$ cat src/rtl/core/rrq_pkg.sv
// ----------------------------------------------------------------------------
// rrq_pkg
// Shared constants and types for the round-robin run queue: sizes, opcode
// and policy codes, and the controller-to-datapath command word.
// ----------------------------------------------------------------------------
package rrq_pkg;

    localparam int MAX_TASKS = 16;
    localparam int SLOT_W    = $clog2(MAX_TASKS);
    localparam int CNT_W     = $clog2(MAX_TASKS + 1);
    localparam int SLICE_W   = 10;

    localparam logic [SLICE_W-1:0] SLICE_RELOAD_RESET = SLICE_W'(10);

    typedef enum logic [2:0] {
        OP_ENQUEUE = 3'd0,
        OP_DEQUEUE = 3'd1,
        OP_YIELD   = 3'd2,
        OP_PICK    = 3'd3,
        OP_TICK    = 3'd4,
        OP_PREEMPT = 3'd5
    } opcode_t;

    typedef enum logic [1:0] {
        POL_NORMAL = 2'd0,
        POL_FIFO   = 2'd1,
        POL_RR     = 2'd2,
        POL_WRR    = 2'd3
    } policy_t;

    typedef struct packed {
        logic capture;   // latch the incoming word
        logic look;      // search the queue for the slot
        logic apply;     // update queue, flags and slices
        logic load_out;  // load the result register
    } rrq_cmd_t;

endpackage

$ cat src/rtl/core/rrq_request_if.sv
// ----------------------------------------------------------------------------
// rrq_request_if
// Request channel of the run queue: opcode, slot and policy.
// ----------------------------------------------------------------------------
interface rrq_request_if;

    logic                       valid;
    logic                       ready;
    logic [2:0]                 opcode;
    logic [rrq_pkg::SLOT_W-1:0] task_slot;
    logic [1:0]                 task_policy;

    modport source (output valid, output opcode, output task_slot, output task_policy,
                    input ready);
    modport sink   (input valid, input opcode, input task_slot, input task_policy,
                    output ready);

endinterface

$ cat src/rtl/core/rrq_result_if.sv
// ----------------------------------------------------------------------------
// rrq_result_if
// Result channel of the run queue: head slot, head valid and reschedule flag.
// ----------------------------------------------------------------------------
interface rrq_result_if;

    logic                       valid;
    logic                       ready;
    logic [rrq_pkg::SLOT_W-1:0] head_task;
    logic                       head_valid;
    logic                       need_resched;

    modport source (output valid, output head_task, output head_valid,
                    output need_resched, input ready);
    modport sink   (input valid, input head_task, input head_valid,
                    input need_resched, output ready);

endinterface

$ cat src/rtl/core/round_robin_run_queue.sv
// ----------------------------------------------------------------------------
// round_robin_run_queue
// Ordered run queue of task slots with a time slice per slot.
// ----------------------------------------------------------------------------
// Each request word goes through accept, search of the queue
// (all positions compared at once), update of order, flags and slice, then
// load of the result register. The result register frees the request side,
// so a new word is taken while the previous result still waits; a result not
// taken stalls the sequencer only when the next one is ready to go out.
// slice_reload is written through cfg_we/cfg_wdata and resets to 10.
// ----------------------------------------------------------------------------
module round_robin_run_queue (
    input  logic                        clk,
    input  logic                        rst_n,
    rrq_request_if.sink                 request,
    rrq_result_if.source                result,
    input  logic                        cfg_we,
    input  logic [rrq_pkg::SLICE_W-1:0] cfg_wdata
);
    import rrq_pkg::*;

    rrq_cmd_t cmd;

    rrq_ctrl u_ctrl (
        .clk       (clk),
        .rst_n     (rst_n),
        .req_valid (request.valid),
        .req_ready (request.ready),
        .res_valid (result.valid),
        .res_ready (result.ready),
        .cmd       (cmd)
    );

    rrq_datapath u_datapath (
        .clk          (clk),
        .rst_n        (rst_n),
        .cmd          (cmd),
        .opcode       (request.opcode),
        .task_slot    (request.task_slot),
        .task_policy  (request.task_policy),
        .cfg_we       (cfg_we),
        .cfg_wdata    (cfg_wdata),
        .head_task    (result.head_task),
        .head_valid   (result.head_valid),
        .need_resched (result.need_resched)
    );

endmodule

$ cat src/rtl/core/rrq_ctrl.sv
// ----------------------------------------------------------------------------
// rrq_ctrl
// Sequencer of the run queue: accept, search, update, then hand the result
// word to the output register.
// ----------------------------------------------------------------------------
module rrq_ctrl (
    input  logic              clk,
    input  logic              rst_n,
    input  logic              req_valid,
    output logic              req_ready,
    output logic              res_valid,
    input  logic              res_ready,
    output rrq_pkg::rrq_cmd_t cmd
);
    import rrq_pkg::*;

    typedef enum logic [3:0] {
        ST_IDLE  = 4'b0001,
        ST_LOOK  = 4'b0010,
        ST_APPLY = 4'b0100,
        ST_OUT   = 4'b1000
    } state_t;

    state_t state_reg;
    state_t state_next;
    logic   res_valid_reg;
    logic   res_valid_next;

    always_comb
    begin
        cmd.capture  = (state_reg == ST_IDLE) && req_valid;
        cmd.look     = (state_reg == ST_LOOK);
        cmd.apply    = (state_reg == ST_APPLY);
        cmd.load_out = (state_reg == ST_OUT) && (!res_valid_reg || res_ready);
    end

    always_comb
    begin
        state_next = state_reg;
        case (state_reg)
            ST_IDLE:  if (req_valid) state_next = ST_LOOK;
            ST_LOOK:  state_next = ST_APPLY;
            ST_APPLY: state_next = ST_OUT;
            ST_OUT:   if (cmd.load_out) state_next = ST_IDLE;
            default:  state_next = ST_IDLE;
        endcase
    end

    always_comb
    begin
        res_valid_next = res_valid_reg;
        if (cmd.load_out)
        begin
            res_valid_next = 1'b1;
        end
        else if (res_ready)
        begin
            res_valid_next = 1'b0;
        end
    end

    always_ff @(posedge clk or negedge rst_n)
    begin
        if (!rst_n)
        begin
            state_reg     <= ST_IDLE;
            res_valid_reg <= 1'b0;
        end
        else
        begin
            state_reg     <= state_next;
            res_valid_reg <= res_valid_next;
        end
    end

    assign req_ready = (state_reg == ST_IDLE);
    assign res_valid = res_valid_reg;

`ifndef SYNTHESIS
    a_state_onehot: assert property (@(posedge clk) disable iff (!rst_n)
        $onehot(state_reg))
        else $error("controller state not one-hot");

    a_accept_to_look: assert property (@(posedge clk) disable iff (!rst_n)
        (req_valid && req_ready) |=> (state_reg == ST_LOOK))
        else $error("accepted word did not start a search");

    a_out_waits: assert property (@(posedge clk) disable iff (!rst_n)
        (state_reg == ST_OUT && res_valid_reg && !res_ready) |=> (state_reg == ST_OUT))
        else $error("result overwritten while previous word pending");
`endif

endmodule

$ cat src/rtl/core/rrq_datapath.sv
// ----------------------------------------------------------------------------
// rrq_datapath
// Queue order, membership flags, slice counters and the result register.
// ----------------------------------------------------------------------------
module rrq_datapath (
    input  logic                       clk,
    input  logic                       rst_n,
    input  rrq_pkg::rrq_cmd_t          cmd,
    input  logic [2:0]                 opcode,
    input  logic [rrq_pkg::SLOT_W-1:0] task_slot,
    input  logic [1:0]                 task_policy,
    input  logic                       cfg_we,
    input  logic [rrq_pkg::SLICE_W-1:0] cfg_wdata,
    output logic [rrq_pkg::SLOT_W-1:0] head_task,
    output logic                       head_valid,
    output logic                       need_resched
);
    import rrq_pkg::*;

    // latched request
    opcode_t                           op_reg;
    logic [SLOT_W-1:0]                 slot_reg;
    policy_t                           policy_reg;

    // queue state
    logic [MAX_TASKS-1:0][SLOT_W-1:0]  list_reg;
    logic [MAX_TASKS-1:0][SLOT_W-1:0]  list_next;
    logic [CNT_W-1:0]                  count_reg;
    logic [CNT_W-1:0]                  count_next;
    logic [MAX_TASKS-1:0]              flags_reg;
    logic [MAX_TASKS-1:0]              flags_next;
    logic [SLICE_W-1:0]                slice_reg [MAX_TASKS];
    logic [SLICE_W-1:0]                reload_reg;

    // search results
    logic [MAX_TASKS-1:0]              match;
    logic [MAX_TASKS-1:0]              shift_next;
    logic [MAX_TASKS-1:0]              shift_reg;
    logic                              queued_reg;
    logic [SLICE_W-1:0]                slice_cur_reg;

    logic                              resched_reg;
    logic                              resched_next;
    logic                              slice_we;
    logic [SLICE_W-1:0]                slice_wdata;

    logic [MAX_TASKS-1:0][SLOT_W-1:0]  list_up;
    logic [MAX_TASKS-1:0][SLOT_W-1:0]  list_removed;
    logic [MAX_TASKS-1:0][SLOT_W-1:0]  list_rotated;
    logic                              slot_ok;

    logic [SLOT_W-1:0]                 head_task_reg;
    logic                              head_valid_reg;
    logic                              need_resched_reg;

    assign slot_ok = CNT_W'(slot_reg) < CNT_W'(MAX_TASKS);

    // every entry at or after the slot's position moves up one place
    always_comb
    begin
        for (int i = 0; i < MAX_TASKS; i++)
        begin
            match[i] = (CNT_W'(i) < count_reg) && (list_reg[i] == slot_reg);
        end
        for (int i = 0; i < MAX_TASKS; i++)
        begin
            shift_next[i] = |(match & MAX_TASKS'((2 << i) - 1));
        end
    end

    assign list_up = {slot_reg, list_reg[MAX_TASKS-1:1]};

    always_comb
    begin
        for (int i = 0; i < MAX_TASKS; i++)
        begin
            list_removed[i] = shift_reg[i] ? list_up[i] : list_reg[i];
            if (shift_reg[i] && (CNT_W'(i) + CNT_W'(1) == count_reg))
            begin
                list_rotated[i] = slot_reg;
            end
            else
            begin
                list_rotated[i] = list_removed[i];
            end
        end
    end

    always_comb
    begin
        list_next    = list_reg;
        count_next   = count_reg;
        flags_next   = flags_reg;
        resched_next = resched_reg;
        slice_we     = 1'b0;
        slice_wdata  = reload_reg;
        if (cmd.apply)
        begin
            resched_next = 1'b0;
            case (op_reg)
                OP_ENQUEUE:
                begin
                    if (slot_ok && !queued_reg && count_reg < CNT_W'(MAX_TASKS))
                    begin
                        list_next[count_reg[SLOT_W-1:0]] = slot_reg;
                        count_next                       = count_reg + CNT_W'(1);
                        flags_next[slot_reg]             = 1'b1;
                        slice_we                         = 1'b1;
                    end
                end
                OP_DEQUEUE:
                begin
                    if (queued_reg)
                    begin
                        list_next            = list_removed;
                        count_next           = count_reg - CNT_W'(1);
                        flags_next[slot_reg] = 1'b0;
                    end
                end
                OP_YIELD:
                begin
                    if (queued_reg)
                    begin
                        list_next = list_rotated;
                    end
                end
                OP_TICK:
                begin
                    if (queued_reg && policy_reg == POL_WRR)
                    begin
                        slice_we = 1'b1;
                        if (slice_cur_reg <= SLICE_W'(1))
                        begin
                            list_next    = list_rotated;
                            resched_next = 1'b1;
                        end
                        else
                        begin
                            slice_wdata = slice_cur_reg - SLICE_W'(1);
                        end
                    end
                end
                OP_PREEMPT:
                begin
                    resched_next = (policy_reg == POL_NORMAL);
                end
                default:
                begin
                    resched_next = 1'b0;
                end
            endcase
        end
    end

    always_ff @(posedge clk or negedge rst_n)
    begin
        if (!rst_n)
        begin
            count_reg  <= '0;
            flags_reg  <= '0;
            reload_reg <= SLICE_RELOAD_RESET;
        end
        else
        begin
            count_reg <= count_next;
            flags_reg <= flags_next;
            if (cfg_we)
            begin
                reload_reg <= cfg_wdata;
            end
        end
    end

    always_ff @(posedge clk)
    begin
        list_reg    <= list_next;
        resched_reg <= resched_next;
        if (cmd.capture)
        begin
            op_reg     <= opcode_t'(opcode);
            slot_reg   <= task_slot;
            policy_reg <= policy_t'(task_policy);
        end
        if (cmd.look)
        begin
            shift_reg     <= shift_next;
            queued_reg    <= slot_ok && flags_reg[slot_reg];
            slice_cur_reg <= slice_reg[slot_reg];
        end
        if (slice_we)
        begin
            slice_reg[slot_reg] <= slice_wdata;
        end
        if (cmd.load_out)
        begin
            head_task_reg    <= (count_reg != '0) ? list_reg[0] : '0;
            head_valid_reg   <= (count_reg != '0);
            need_resched_reg <= resched_reg;
        end
    end

    assign head_task    = head_task_reg;
    assign head_valid   = head_valid_reg;
    assign need_resched = need_resched_reg;

`ifndef SYNTHESIS
    a_count_bound: assert property (@(posedge clk) disable iff (!rst_n)
        count_reg <= CNT_W'(MAX_TASKS))
        else $error("queue count above capacity");

    a_flags_match_count: assert property (@(posedge clk) disable iff (!rst_n)
        $countones(flags_reg) == int'(count_reg))
        else $error("membership flags disagree with queue count");

    a_single_match: assert property (@(posedge clk) disable iff (!rst_n)
        cmd.look |-> $onehot0(match))
        else $error("slot found at more than one queue position");
`endif

endmodule

$ cat src/flat_wrapper.sv
// flat-port wrapper written by rule: the top's interface ports become plain ports
module round_robin_run_queue_flat import rrq_pkg::*;
  (clk, rst_n, cfg_we, cfg_wdata, request_valid, request_opcode, request_task_slot, request_task_policy, request_ready, result_valid, result_head_task, result_head_valid, result_need_resched, result_ready);
  rrq_request_if request_i ();
  rrq_result_if result_i ();
  input  logic clk;
  input  logic rst_n;
  input  logic cfg_we;
  input  logic [rrq_pkg::SLICE_W-1:0] cfg_wdata;
  input wire logic [$bits(request_i.valid)-1:0] request_valid;
  input wire logic [$bits(request_i.opcode)-1:0] request_opcode;
  input wire logic [$bits(request_i.task_slot)-1:0] request_task_slot;
  input wire logic [$bits(request_i.task_policy)-1:0] request_task_policy;
  output wire logic [$bits(request_i.ready)-1:0] request_ready;
  output wire logic [$bits(result_i.valid)-1:0] result_valid;
  output wire logic [$bits(result_i.head_task)-1:0] result_head_task;
  output wire logic [$bits(result_i.head_valid)-1:0] result_head_valid;
  output wire logic [$bits(result_i.need_resched)-1:0] result_need_resched;
  input wire logic [$bits(result_i.ready)-1:0] result_ready;
  assign request_i.valid = request_valid;
  assign request_i.opcode = request_opcode;
  assign request_i.task_slot = request_task_slot;
  assign request_i.task_policy = request_task_policy;
  assign request_ready = request_i.ready;
  assign result_valid = result_i.valid;
  assign result_head_task = result_i.head_task;
  assign result_head_valid = result_i.head_valid;
  assign result_need_resched = result_i.need_resched;
  assign result_i.ready = result_ready;
  round_robin_run_queue u_core (.clk(clk), .rst_n(rst_n), .request(request_i), .result(result_i), .cfg_we(cfg_we), .cfg_wdata(cfg_wdata));
endmodule
$ cat config.mk
export PLATFORM = sky130hd
export DESIGN_NAME = round_robin_run_queue_flat
export DESIGN_NICKNAME = d
export VERILOG_FILES = /design/src/rtl/core/rrq_pkg.sv /design/src/rtl/core/rrq_request_if.sv /design/src/rtl/core/rrq_result_if.sv /design/src/rtl/core/round_robin_run_queue.sv /design/src/rtl/core/rrq_ctrl.sv /design/src/rtl/core/rrq_datapath.sv /design/src/flat_wrapper.sv
export SDC_FILE = /design/constraint.sdc
export NUM_CORES = 1
export LEC_CHECK = 0
export BUFFER_PORTS_ARGS = -buffer_cell sky130_fd_sc_hd__buf_2
export CORE_ASPECT_RATIO = 1.75
export CORE_MARGIN = 2
export CORE_UTILIZATION = 55
export CTS_CLUSTER_SIZE = 16
export DETAILED_ROUTE_END_ITERATION = 7
export PLACE_DENSITY = 0.81
export SLEW_MARGIN = 20
export SYNTH_ARGS = -nofsm -noshare
export SYNTH_HDL_FRONTEND = slang
export SYNTH_HIERARCHICAL = 1
export SYNTH_SLANG_ARGS = --single-unit
$ cat constraint.sdc
create_clock -name clk -period 5.35 [get_ports clk]
set_input_delay 0.8025 -clock clk [delete_from_list [all_inputs] [get_ports clk]]
set_output_delay 0.8025 -clock clk [all_outputs]
set_load 0.02 [all_outputs]
==> flow_summary.json, run 1 <==
{
  "status": "finished clean",
  "cpMostUsedCell": "nor2_1",
  "synth_seq_cells": 303,
  "synth_largest_area_cell": "edfxtp_1",
  "grt_pass1_vias": 9069,
  "regToRegEndpoint": "u_core/u_datapath/slice_reg[4][3]",
  "num_vias": 8703,
  "rsz0062_at_grt": "no",
  "postLayoutCoreUtil_pct": 61.1,
  "gp_congestion": 0.879,
  "cts_root_buffer": "clkbuf_16",
  "cp-end-kind": "flop",
  "finClkSkew_ps": 24.3,
  "synth_area_um2": 14500,
  "synth_edf_count": 267,
  "first_pass_iters": 6,
  "synth_top_cell_area_share_pct": 55.1,
  "grt_max_degree": 47,
  "grt_usage_pct": 23.3,
  "antenna_left": 0,
  "period_needed_ps": 3070,
  "ys_seq_area_share_pct": 61.3,
  "leakage_uw": 0.00537,
  "grt_antenna_before_repair": 0,
  "yosys-top-cells-area": "edfxtp_1 (55%), mux4_2 (8.5%), dfrtp_1 (5.7%)",
  "min_period_over_period_pct": 57.3,
  "finalNetCount": 1043,
  "dp_hpwl_um": 22500,
  "finalHoldViolCount": 0,
  "ys.flop_type": "edfxtp_1",
  "postCtsHoldBufs": 0,
  "htreeDepth": 1,
  "diodes": 0,
  "insertion_delay_ps": 530,
  "die_h_um": 219,
  "start_kind": "flop",
  "synth_most_common_cell": "edfxtp_1",
  "synthTopCellsByCount": "edfxtp_1 (267), mux2i_1 (60), o2bb2ai_1 (60), mux4_2 (55), nand2_1 (54)",
  "syn_nets": 1031,
  "regToRegSetupSlack_ps": 2280,
  "rr_worst_depth": 5,
  "vias_per_cell": 6.44,
  "post-cts-setup-buffers": 0,
  "remaining_drc_errors": 0,
  "clockBufferDepth": 3,
  "cts_buffers": 27,
  "grt_overflow": 0,
  "worst_slew_pin_slew_ps": 1190,
  "slew_violations": 0,
  "power.density_nw_per_um2": 379,
  "syn2layout_area_growth_pct": 9.06,
  "syn_inst": 1000,
  "max_cap_viol_count": 0,
  "die_w_um": 127,
  "hold_slack_ps": 372,
  "drt-total-wl_um": 31900,
  "max_slew_margin_pct": 19.8,
  "ir_drop_uv": 325,
  "critPathMaxFanout": 11,
  "required_ps": 5480,
  "tritoncts": "done",
  "ys_types": 62,
  "avgSynthCellArea_um2": 14.5,
  "finalSetupViolCount": 0,
  "rr_startpoint": "u_core/u_datapath/op_reg[1]",
  "port_buffers": 31,
  "ys.warnings.count": 6,
  "fin_setup_tns_ps": 0,
  "drt_first_iter_violations": 683,
  "crit_chain": "or4_1 -> nor2_1 -> o21a_1 -> nand2_1 -> nor2_1",
  "core_area_um2": 26000,
  "rows": 78,
  "path_clk_slew_ps": 60,
  "grt_pass1_wl_um": 50100,
  "max_freq_mhz": 326,
  "io_pins": 32,
  "dieArea_um2": 27800,
  "hold_path_class": "in -> async",
  "cts.sinks": 303,
  "start_util_pct": 56.0,
  "layout-drive-gt1-share_pct": 19.3,
  "critPathSlowestCell": "nor2_1",
  "worstSetupPathType": "reg -> reg",
  "timing.critical_path.slowest_cell_delay_ps": 920,
  "synthArstFlopShare_pct": 11.9,
  "cp.arrival_ps": 3200,
  "cts.repair.resized": 0,
  "wl_per_cell_um": 23.6
}
## layout make-up
| type | instances | area, um^2 |
|---|---|---|
| timing repair buffer | 64 | 403 |
| sequential | 303 | 8920 |
| tap | 320 | 400 |
| clock inverter | 22 | 223 |
| clock buffer | 27 | 676 |
| inverter | 7 | 26.3 |
| multi-input combinational | 609 | 5220 |
| fill | 1931 | 10100 |
## worst max-delay path: cells and delay by family (launching register included)
kind            cells  cell delay [ps]
simple gates        4             1860
flops               1              570
compound gates      1              230
## where the power goes
part           switching [uW]  leakage, uW  internal (uW)  total [uW]
Sequential                153      0.00290           2750        2900
Combinational             699      0.00204            474        1170
Clock                     829     0.000438           1120        1950
Total                    1680      0.00537           4340        6020
## worst max-delay path by stage
stage / startpoint / end / depth (start not counted)
2_1_floorplan: u_core/u_ctrl/state_reg[1] / u_core/u_datapath/queued_reg / 2
3_3_place_gp: u_core/u_ctrl/state_reg[2] / u_core/u_datapath/slice_reg[5][3] / 6
3_5_place_dp: u_core/u_datapath/op_reg[1] / u_core/u_datapath/slice_reg[5][2] / 5
4_1_cts: u_core/u_ctrl/state_reg[2] / u_core/u_datapath/slice_reg[14][3] / 6
5_1_grt: u_core/u_ctrl/state_reg[2] / u_core/u_datapath/slice_reg[12][3] / 6
6_report: u_core/u_datapath/op_reg[1] / u_core/u_datapath/slice_reg[4][3] / 5
## kinds of logic after synthesis
| group | synth area share [%] |
|---|---|
| buffers and inverters | 2.86 |
| multiplexers | 14.0 |
| AND/OR/NAND/NOR | 8.19 |
| XOR/XNOR | 4.76 |
| flip-flops | 61.3 |
| AO/OA/AOI/OAI | 8.31 |
| adder cells (fa/ha/maj) | 0.602 |
## layer usage
metal	wire (um)	vias up	global-route usage (%)	part of all wire [%]
li1	-	3912	-	-
met1	10700	4398	24.6	34
met2	18400	297	45.1	57
met3	1290	96	2.49	4.0
met4	1580	0	11.5	4.9
met5	0	-	0	0
## through the flow
step / total power [uW] / instance area (um^2) / setup WS (ps) / std cells
global placement: 4070 / 15000 / 2410 / 1303
finish: 6020 / 15900 / 2280 / 1352
CTS: 6040 / 15900 / 2270 / 1352
global route: 6250 / 15900 / 2070 / 1352
floorplan: 3800 / 14500 / 2260 / 1000
detailed placement: 4110 / 15000 / 2320 / 1303
## placed cells by master (no fill, tap or decap), drive strengths merged, types with 10 or more instances in the layout
cell / n
mux2i: 60
a21oi: 50
o2bb2ai: 61
nand3: 33
dfrtp: 33
buf: 64
nand2: 54
nand4: 21
clkbuf: 27
o21ai: 23
nor2b: 10
mux4: 55
xor2: 33
mux2: 17
xnor2: 46
nor3: 13
edfxtp: 267
nor4: 12
nor2: 35
clkinv: 14
a31oi: 10
Power figures use the tool's default switching activity.
==> run 2: changes to the inputs <==
--- a/config.mk
+++ b/config.mk
@@ -5,13 +5,14 @@
 export SDC_FILE = /design/constraint.sdc
 export NUM_CORES = 1
 export LEC_CHECK = 0
+export ABC_AREA = 1
 export BUFFER_PORTS_ARGS = -buffer_cell sky130_fd_sc_hd__buf_2
 export CORE_ASPECT_RATIO = 1.75
 export CORE_MARGIN = 2
 export CORE_UTILIZATION = 55
 export CTS_CLUSTER_SIZE = 16
 export DETAILED_ROUTE_END_ITERATION = 7
-export PLACE_DENSITY = 0.81
+export PLACE_DENSITY = 0.84
 export SLEW_MARGIN = 20
 export SYNTH_ARGS = -nofsm -noshare
 export SYNTH_HDL_FRONTEND = slang
==> constraint.sdc (replaced) <==
create_clock -name clk -period 2.75 [get_ports clk]
set_input_delay 0.4125 -clock clk [delete_from_list [all_inputs] [get_ports clk]]
set_output_delay 0.4125 -clock clk [all_outputs]
set_load 0.02 [all_outputs]
==> run 2 against run 1 <==
  * The run now ends with hold timing left
  * Combinational power increased to 2.7 times the previous value
  * Non-clock buffer count grew 17
  * Die area is 2.5% higher
  * Critical path depth increased by 3
  * Synthesized area grew 2.6%
  * Critical path type unchanged
==> flow_summary.json, run 2 <==
{
  "synth_top_cell_area_share_pct": 53.7,
  "worst_slew_pin_slew_ps": 944,
  "dpl_cell_area_um2": 15500,
  "cts_buffers": 27,
  "final_cells": 1901,
  "layout-drive-gt1-share_pct": 11.8,
  "seqCellArea_um2": 8920,
  "ys_seq_area_share_pct": 59.8,
  "ys.warnings.count": 6,
  "crit_start": "u_core/u_datapath/op_reg[2]",
  "max_slew_margin_pct": 37.1,
  "vias_per_cell": 5.97,
  "yosys-top-cells-area": "edfxtp_1 (54%), nand2_1 (11%), dfrtp_1 (5.5%)",
  "multi_input_area_um2": 5100,
  "synth_largest_area_cell": "edfxtp_1",
  "finalNetCount": 1587,
  "critPathMaxFanout": 35,
  "cp.arrival_ps": 2690,
  "period_needed_ps": 2410,
  "synth_seq_cells": 303,
  "grt_overflow": 0,
  "syn_nets": 1554,
  "syn2layout_area_growth_pct": 9.56,
  "grt_pass1_wl_um": 59400,
  "num_vias": 11400,
  "die_h_um": 222,
  "hold_slack_ps": -3.37,
  "port_buffers": 31,
  "remaining_drc_errors": 0,
  "ir_drop_uv": 647,
  "die_w_um": 129,
  "start_kind": "flop",
  "io_pins": 32,
  "finalHoldViolCount": 9,
  "cts.sinks": 303,
  "placedCellCount": 1851,
  "finalSetupViolCount": 0,
  "grt_usage_pct": 27.0,
  "violations": "hold timing",
  "clockBufferDepth": 3,
  "rows": 79,
  "slew_violations": 0,
  "hold_path_class": "in -> async",
  "ys_types": 43,
  "insertion_delay_ps": 560,
  "antenna_left": 0,
  "final_cell_mix": "nand2_1 (445), edfxtp_1 (267), o21ai_0 (121)",
  "rr_startpoint": "u_core/u_datapath/op_reg[2]",
  "worstSetupPathType": "reg -> reg",
  "dieArea_um2": 28500,
  "leakage_uw": 0.00646,
  "cts.repair.resized": 0,
  "finClkSkew_ps": 8.35,
  "drt_first_iter_violations": 1110,
  "gp_congestion": 0.991,
  "synth_area_um2": 14900,
  "synthArstFlopShare_pct": 11.9,
  "cp-end-kind": "flop",
  "core_area_um2": 26700,
  "rsz0062_at_grt": "no",
  "synthTopCellsByCount": "nand2_1 (445), edfxtp_1 (267), o21ai_0 (123), nor2_1 (118), inv_1 (113)",
  "max_freq_mhz": 415,
  "postCtsHoldBufs": 0,
  "dp_hpwl_um": 26600,
  "max_cap_viol_count": 0,
  "drt-total-wl_um": 38500,
  "grt_antenna_before_repair": 0,
  "first_pass_iters": 7,
  "syn_inst": 1523,
  "power.density_nw_per_um2": 772,
  "path_clk_slew_ps": 70,
  "tritoncts": "done",
  "status": "complete, but fails checks",
  "synth_edf_count": 267,
  "grt_max_degree": 50,
  "start_util_pct": 55.9,
  "min_period_over_period_pct": 87.6,
  "ys.flop_type": "edfxtp_1",
  "mostFrequentLayoutCell": "nand2_1",
  "post-cts-setup-buffers": 0,
  "diodes": 0,
  "fillers": 2132,
  "fin_area_um2": 16300,
  "cts_root_buffer": "clkbuf_16",
  "fin_setup_tns_ps": 0,
  "synth_most_common_cell": "nand2_1",
  "avgSynthCellArea_um2": 9.80,
  "grt_pass1_vias": 11500,
  "htreeDepth": 1,
  "wl_per_cell_um": 20.2,
  "required_ps": 3030
}
==> run 2: area by class of cell <==
class / instances / area share, %
Multi-Input combinational cell: 1020 / 31.2
Timing Repair Buffer: 81 / 3.40
Tap cell: 324 / 2.48
Clock buffer: 37 / 4.36
Clock inverter: 13 / 1.09
Inverter: 123 / 2.86
Sequential cell: 303 / 54.6
==> run 2: final timing paths <==
kind | cells past startpoint | slack [ps] | end
hold reg to reg | 2 | 490 | flop
setup reg to reg | 8 | 340 | flop
max in group asynchronous | 1 | 2150 | u_core/u_datapath/reload_reg[4]
setup / recovery | 8 | 340 | flop
hold / removal | 1 | -3 | async pin
min in group clk | 1 | 50 | u_core/u_datapath/slot_reg[0]
==> run 2: kinds of logic after synthesis <==
kind of cell             Yosys count  share of synthesized area, %
AO/OA/AOI/OAI                    292                          12.3
XOR/XNOR                          23                          1.35
adder cells (fa/ha/maj)            7                         0.587
buffers and inverters            200                          6.15
flip-flops                       303                          59.8
multiplexers                       9                         0.663
AND/OR/NAND/NOR                  689                          19.1
==> run 2: worst max-delay path: stages (launching register included) <==
cell      delay [ps]
edfxtp_1         440
inv_1            190
nand3_1          160
nand2_2          270
inv_6            190
nand2_8          290
nand2_1          200
o21ai_1          230
o22ai_1          120
==> run 2: routing by layer <==
| metal | wire (um) | global-route usage (%) |
|---|---|---|
| met1 | 12700 | 27.6 |
| met2 | 20700 | 49.7 |
| met3 | 2140 | 3.31 |
| met4 | 2890 | 19.3 |
| met5 | 0 | 0 |
==> run 2: report_power, final <==
part / internal, uW / leakage (uW) / switching (uW)
clock network: 2200 / 0.000422 / 1640
logic: 916 / 0.00314 / 2220
registers: 5420 / 0.00290 / 230
total: 8540 / 0.00646 / 4080
==> run 2: per-stage QoR <==
step	hold slack (ps)	utilization (%)	setup slack, ps	total power [uW]
floorplan	117	-	394	7890
global placement	467	57.9	418	8690
detailed placement	475	57.9	286	8800
CTS	9.32	61.2	267	12600
global route	30.8	61.3	244	13200
finish	-3.37	61.3	341	12600
